===== src/rtl/lcs_pkg.sv =====
`default_nettype none

package lcs_pkg;

	localparam int MAX_FIRST_LEN_DEF = 256;

	localparam int ACTION_W  = 2;
	localparam int SYMBOL_W  = 8;
	localparam int OUT_LEN_W = 9;

	localparam logic [ACTION_W-1:0] ACT_LOAD_FIRST = 2'd0;
	localparam logic [ACTION_W-1:0] ACT_SECOND     = 2'd1;
	localparam logic [ACTION_W-1:0] ACT_FINISH     = 2'd2;

	localparam logic [OUT_LEN_W-1:0] LEN_OUT_MAX = 9'd511;

	typedef struct packed {
		logic load;
		logic clear;
	} cell_ctl_t;

endpackage

`default_nettype wire


===== src/rtl/lcs_cell.sv =====
`default_nettype none

module lcs_cell #(
	parameter int LEN_W = 9
) (
	input  wire logic                          clk,
	input  wire logic                          arst_n,
	input  wire lcs_pkg::cell_ctl_t            ctl,
	input  wire logic [lcs_pkg::SYMBOL_W-1:0] load_sym,
	input  wire logic [LEN_W-1:0]              load_len,
	input  wire logic                          tok_valid,
	input  wire logic [lcs_pkg::SYMBOL_W-1:0] tok_sym,
	input  wire logic [LEN_W-1:0]              tok_left,
	input  wire logic [LEN_W-1:0]              tok_diag,
	output logic                               nxt_valid,
	output logic [lcs_pkg::SYMBOL_W-1:0]      nxt_sym,
	output logic [LEN_W-1:0]                   nxt_left,
	output logic [LEN_W-1:0]                   nxt_diag
);

	logic                          used_q;
	logic [lcs_pkg::SYMBOL_W-1:0] sym_q;
	logic [LEN_W-1:0]              len_q;
	logic [LEN_W-1:0]              cell_val;

	always_comb begin
		if (sym_q == tok_sym) begin
			cell_val = LEN_W'(tok_diag + 1'b1);
		end else if (len_q > tok_left) begin
			cell_val = len_q;
		end else begin
			cell_val = tok_left;
		end
	end

	always_ff @(posedge clk or negedge arst_n) begin
		if (!arst_n) begin
			used_q    <= 1'b0;
			len_q     <= '0;
			nxt_valid <= 1'b0;
			nxt_left  <= '0;
		end else if (ctl.clear) begin
			used_q    <= 1'b0;
			len_q     <= '0;
			nxt_valid <= 1'b0;
			nxt_left  <= '0;
		end else if (ctl.load) begin
			used_q    <= 1'b1;
			len_q     <= load_len;
			nxt_valid <= tok_valid;
		end else begin
			nxt_valid <= tok_valid;
			if (tok_valid) begin
				if (used_q) begin
					len_q    <= cell_val;
					nxt_left <= cell_val;
				end else begin
					nxt_left <= tok_left;
				end
			end
		end
	end

	always_ff @(posedge clk) begin
		if (ctl.load) begin
			sym_q <= load_sym;
		end
		if (tok_valid) begin
			nxt_sym  <= tok_sym;
			nxt_diag <= len_q;
		end
	end

endmodule

`default_nettype wire


===== config.mk =====
export PLATFORM = sky130hd
export DESIGN_NAME = lcs_cell
export DESIGN_NICKNAME = d
export VERILOG_FILES = /design/src/rtl/lcs_pkg.sv /design/src/rtl/lcs_cell.sv
export SDC_FILE = /design/constraint.sdc
export NUM_CORES = 1
export LEC_CHECK = 0
export BUFFER_PORTS_ARGS = -buffer_cell sky130_fd_sc_hd__buf_2
export CAP_MARGIN = 10
export CORE_MARGIN = 3
export CORE_UTILIZATION = 55
export CTS_CLUSTER_DIAMETER = 120
export DETAILED_ROUTE_END_ITERATION = 16
export PLACE_DENSITY_LB_ADDON = 0.15
export REMOVE_ABC_BUFFERS = 1
export SLEW_MARGIN = 20
export SYNTH_ARGS = -nofsm -noshare
export SYNTH_HDL_FRONTEND = slang
export SYNTH_SLANG_ARGS = --single-unit

===== constraint.sdc =====
create_clock -name clk -period 5.5 [get_ports clk]
set_input_delay 1.1 -clock clk [delete_from_list [all_inputs] [get_ports clk]]
set_output_delay 1.1 -clock clk [all_outputs]
set_load 0.05 [all_outputs]

==> metrics.txt <==
width of the chip 73.7 um; Seq cells post-synth 45; CTS root buf clkbuf_8; io pins 75; setup TNS 0 ps; Fillers 308; setup slack, reg-to-reg 2820 ps; Clock Skew 7.34 ps; Hold Path Depth 0; Die ar. 5430 um2; vias in the first global route approximately 2000; Slew Limit Fails 0; WHS Endpoint nxt_diag[6]; status finished clean; Bufs and invs on worst path 2; worst skew pair latency 300 ps; post-cts resize count 0; first-pass GRT wire length a little under 10000 um; Placeable Area 4200 um2; Leakage 1.31 nW; Initial DRC Count 196; Die Y-Extent 73.7 um; Worst Path Arrival 3370 ps; cell area power density 255 nW/um2; Routed Antenna Nets 0; largest net degree at the start of global routing 21; Post-CTS Setup Inserts 0; register area around 1300 um2; clock transition at the registers of the reported paths 80 ps; diode count 0; Post-CTS Hold Buffers 0; antenna violations before repair 0; crit-path max FO 11; CP dominant cell by count a21oi_1; sequential share of the synthesized area 49.6%; critical path's largest stage delay 710 ps; CTS H-tree lvls 2; area of the multi-input gates roughly 1200 um2; VDD IR-drop max 162 uV; routed via count between 2000 and 2500; critical path required time around 5700 ps; Final nets 357; Mapped Cells roughly 220; IO buf count 74; CTS Buf Count 5; Final Hold Viols 0; GPL Wtd Cong approximately 0.8; CP delay by family, top compound AO/OA/AOI/OAI gates; Max clock buf depth 2; Area contributors post-synth edfxtp_1 30%, dfrtp_1 20%, a22o_1 6.3%; Synth Cell Area 2520 um2; Post-synth top flop edfxtp_1; RSZ-0062 raised after global routing no; final wirelength 6290 um; Crit Reg-Reg Endpoint len_q[4]; Via density 6.41; crit end category flip-flop; Max Cap Viol 0; Yosys Warn Count 0; CTS tree yes; Core Util, Final slightly above 70%; HP Class flip-flop to flip-flop; cell count of the worst reg-to-reg path 6; post-synth cell types 35; leading cell type by number of instances after synthesis edfxtp_1; drt drc 0; FMAX around 310 MHz; post-synthesis to final-layout area growth 18.5%; Tcrit/Tclk final 58.2%; largest area contributor in the netlist edfxtp_1; Detailed Place HPWL 4490 um; Tmin final 3200 ps; worst r2r src len_q[8]; Syn Area/Cell 11.3 um2; Least-Margin Pin Slew 954 ps; drt pass-1 iters 4; Rows 23; critical path launch point tok_left[8]; share of cells above drive strength 1 29.0%; clk sinks 45; grt total ovfl 0; Async SR Flop Fraction between 40% and 50%; Global Route Usage Sum 24.2%; Post-synth top cells 25 x edfxtp_1, 24 x a21oi_1, 23 x nor2_1; Critical Path Start Type input port; Slew headroom a little over a third; area share of the largest cell type after synthesis 29.8%; final setup vio count 0; CP cell instances buf_2 -> inv_1 -> ha_1 -> nand4_1 -> nor2_1 -> a21oi_1 -> a22oi_1 -> a21oi_1; number of enable flip-flop cells after synthesis 25; routed length per instance approximately 18 um; Setup CP Type input port to flip-flop; slowest CP cell nor2_1; Worst Hold Launch len_q[6]; Initial Util 60.0%
placed cells by master (no fill, tap or decap), types with 3 or more instances in the layout:
cell,instances
a41oi_1,4
nand3_1,3
buf_2,74
a22o_1,18
a31oi_1,5
a21oi_1,24
or3_1,4
o21ai_0,4
inv_1,12
a22oi_1,9
a32o_1,9
edfxtp_1,25
nand2_1,4
ha_1,10
nand4_1,3
clkbuf_8,5
dfrtp_1,20
nor2_1,23
a211oi_1,18
xor2_1,8
layer usage:
| metal | global-route usage, % | routed length [um] | vias up |
|---|---|---|---|
| li1 | - | - | 1054 |
| met1 | 33.5 | 2490 | 1058 |
| met2 | 37.6 | 2990 | 116 |
| met3 | 4.24 | 696 | 15 |
| met4 | 9.66 | 111 | 0 |
| met5 | 0 | 0 | - |
area by class of cell:
cell class / instances / area share, %
tap: 50 / 2.09
clock inverter: 2 / 0.377
multi-input combinational: 161 / 39.3
clock buffer: 6 / 2.43
sequential: 45 / 41.9
timing repair buffer: 74 / 12.4
inverter: 12 / 1.51
state kept, by name, indices dropped and copies added, names as in the netlist:
signal,count
len_q,9
nxt_diag,9
nxt_left,9
nxt_sym,8
nxt_valid,1
sym_q,8
used_q,1
stage by stage:
step	hold WS (ps)	instances	power, mW	worst slack, ps	cell area, um2
after detailed placement	529	342	0.571	2060	2900
final	548	350	0.762	2300	2990
after global placement	524	342	0.567	2200	2900
after CTS	548	350	0.764	2370	2990
after global routing	568	350	0.794	2120	2990
after floorplan	490	218	0.510	2730	2470
kinds of logic (layout without fill, tap and decap cells):
logic type / after synthesis / count (layout) / share of synthesized area (%)
adders and majority gates: 10 / 10 / 4.96
DFF: 45 / 45 / 49.6
xor gates and xnor gates: 10 / 10 / 3.47
and+or+nand+nor: 45 / 45 / 9.78
AOI/OAI and AO/OA: 96 / 96 / 28.4
buffers and inverters: 18 / 94 / 3.77
report_power, final:
group / internal [mW] / switching (mW)
clock: 0.0881 / 0.108
sequential: 0.379 / 0.0117
combinational: 0.0549 / 0.119
total: 0.522 / 0.239
worst max path at each step:
stage / to / slack (ps) / cells past startpoint
6_report: len_q[4] / 2300 / 8
2_1_floorplan: len_q[0] / 2730 / 7
5_1_grt: nxt_left[2] / 2120 / 8
4_1_cts: len_q[8] / 2370 / 8
3_5_place_dp: len_q[8] / 2060 / 8
3_3_place_gp: len_q[8] / 2200 / 8
Power figures use the tool's default switching activity.
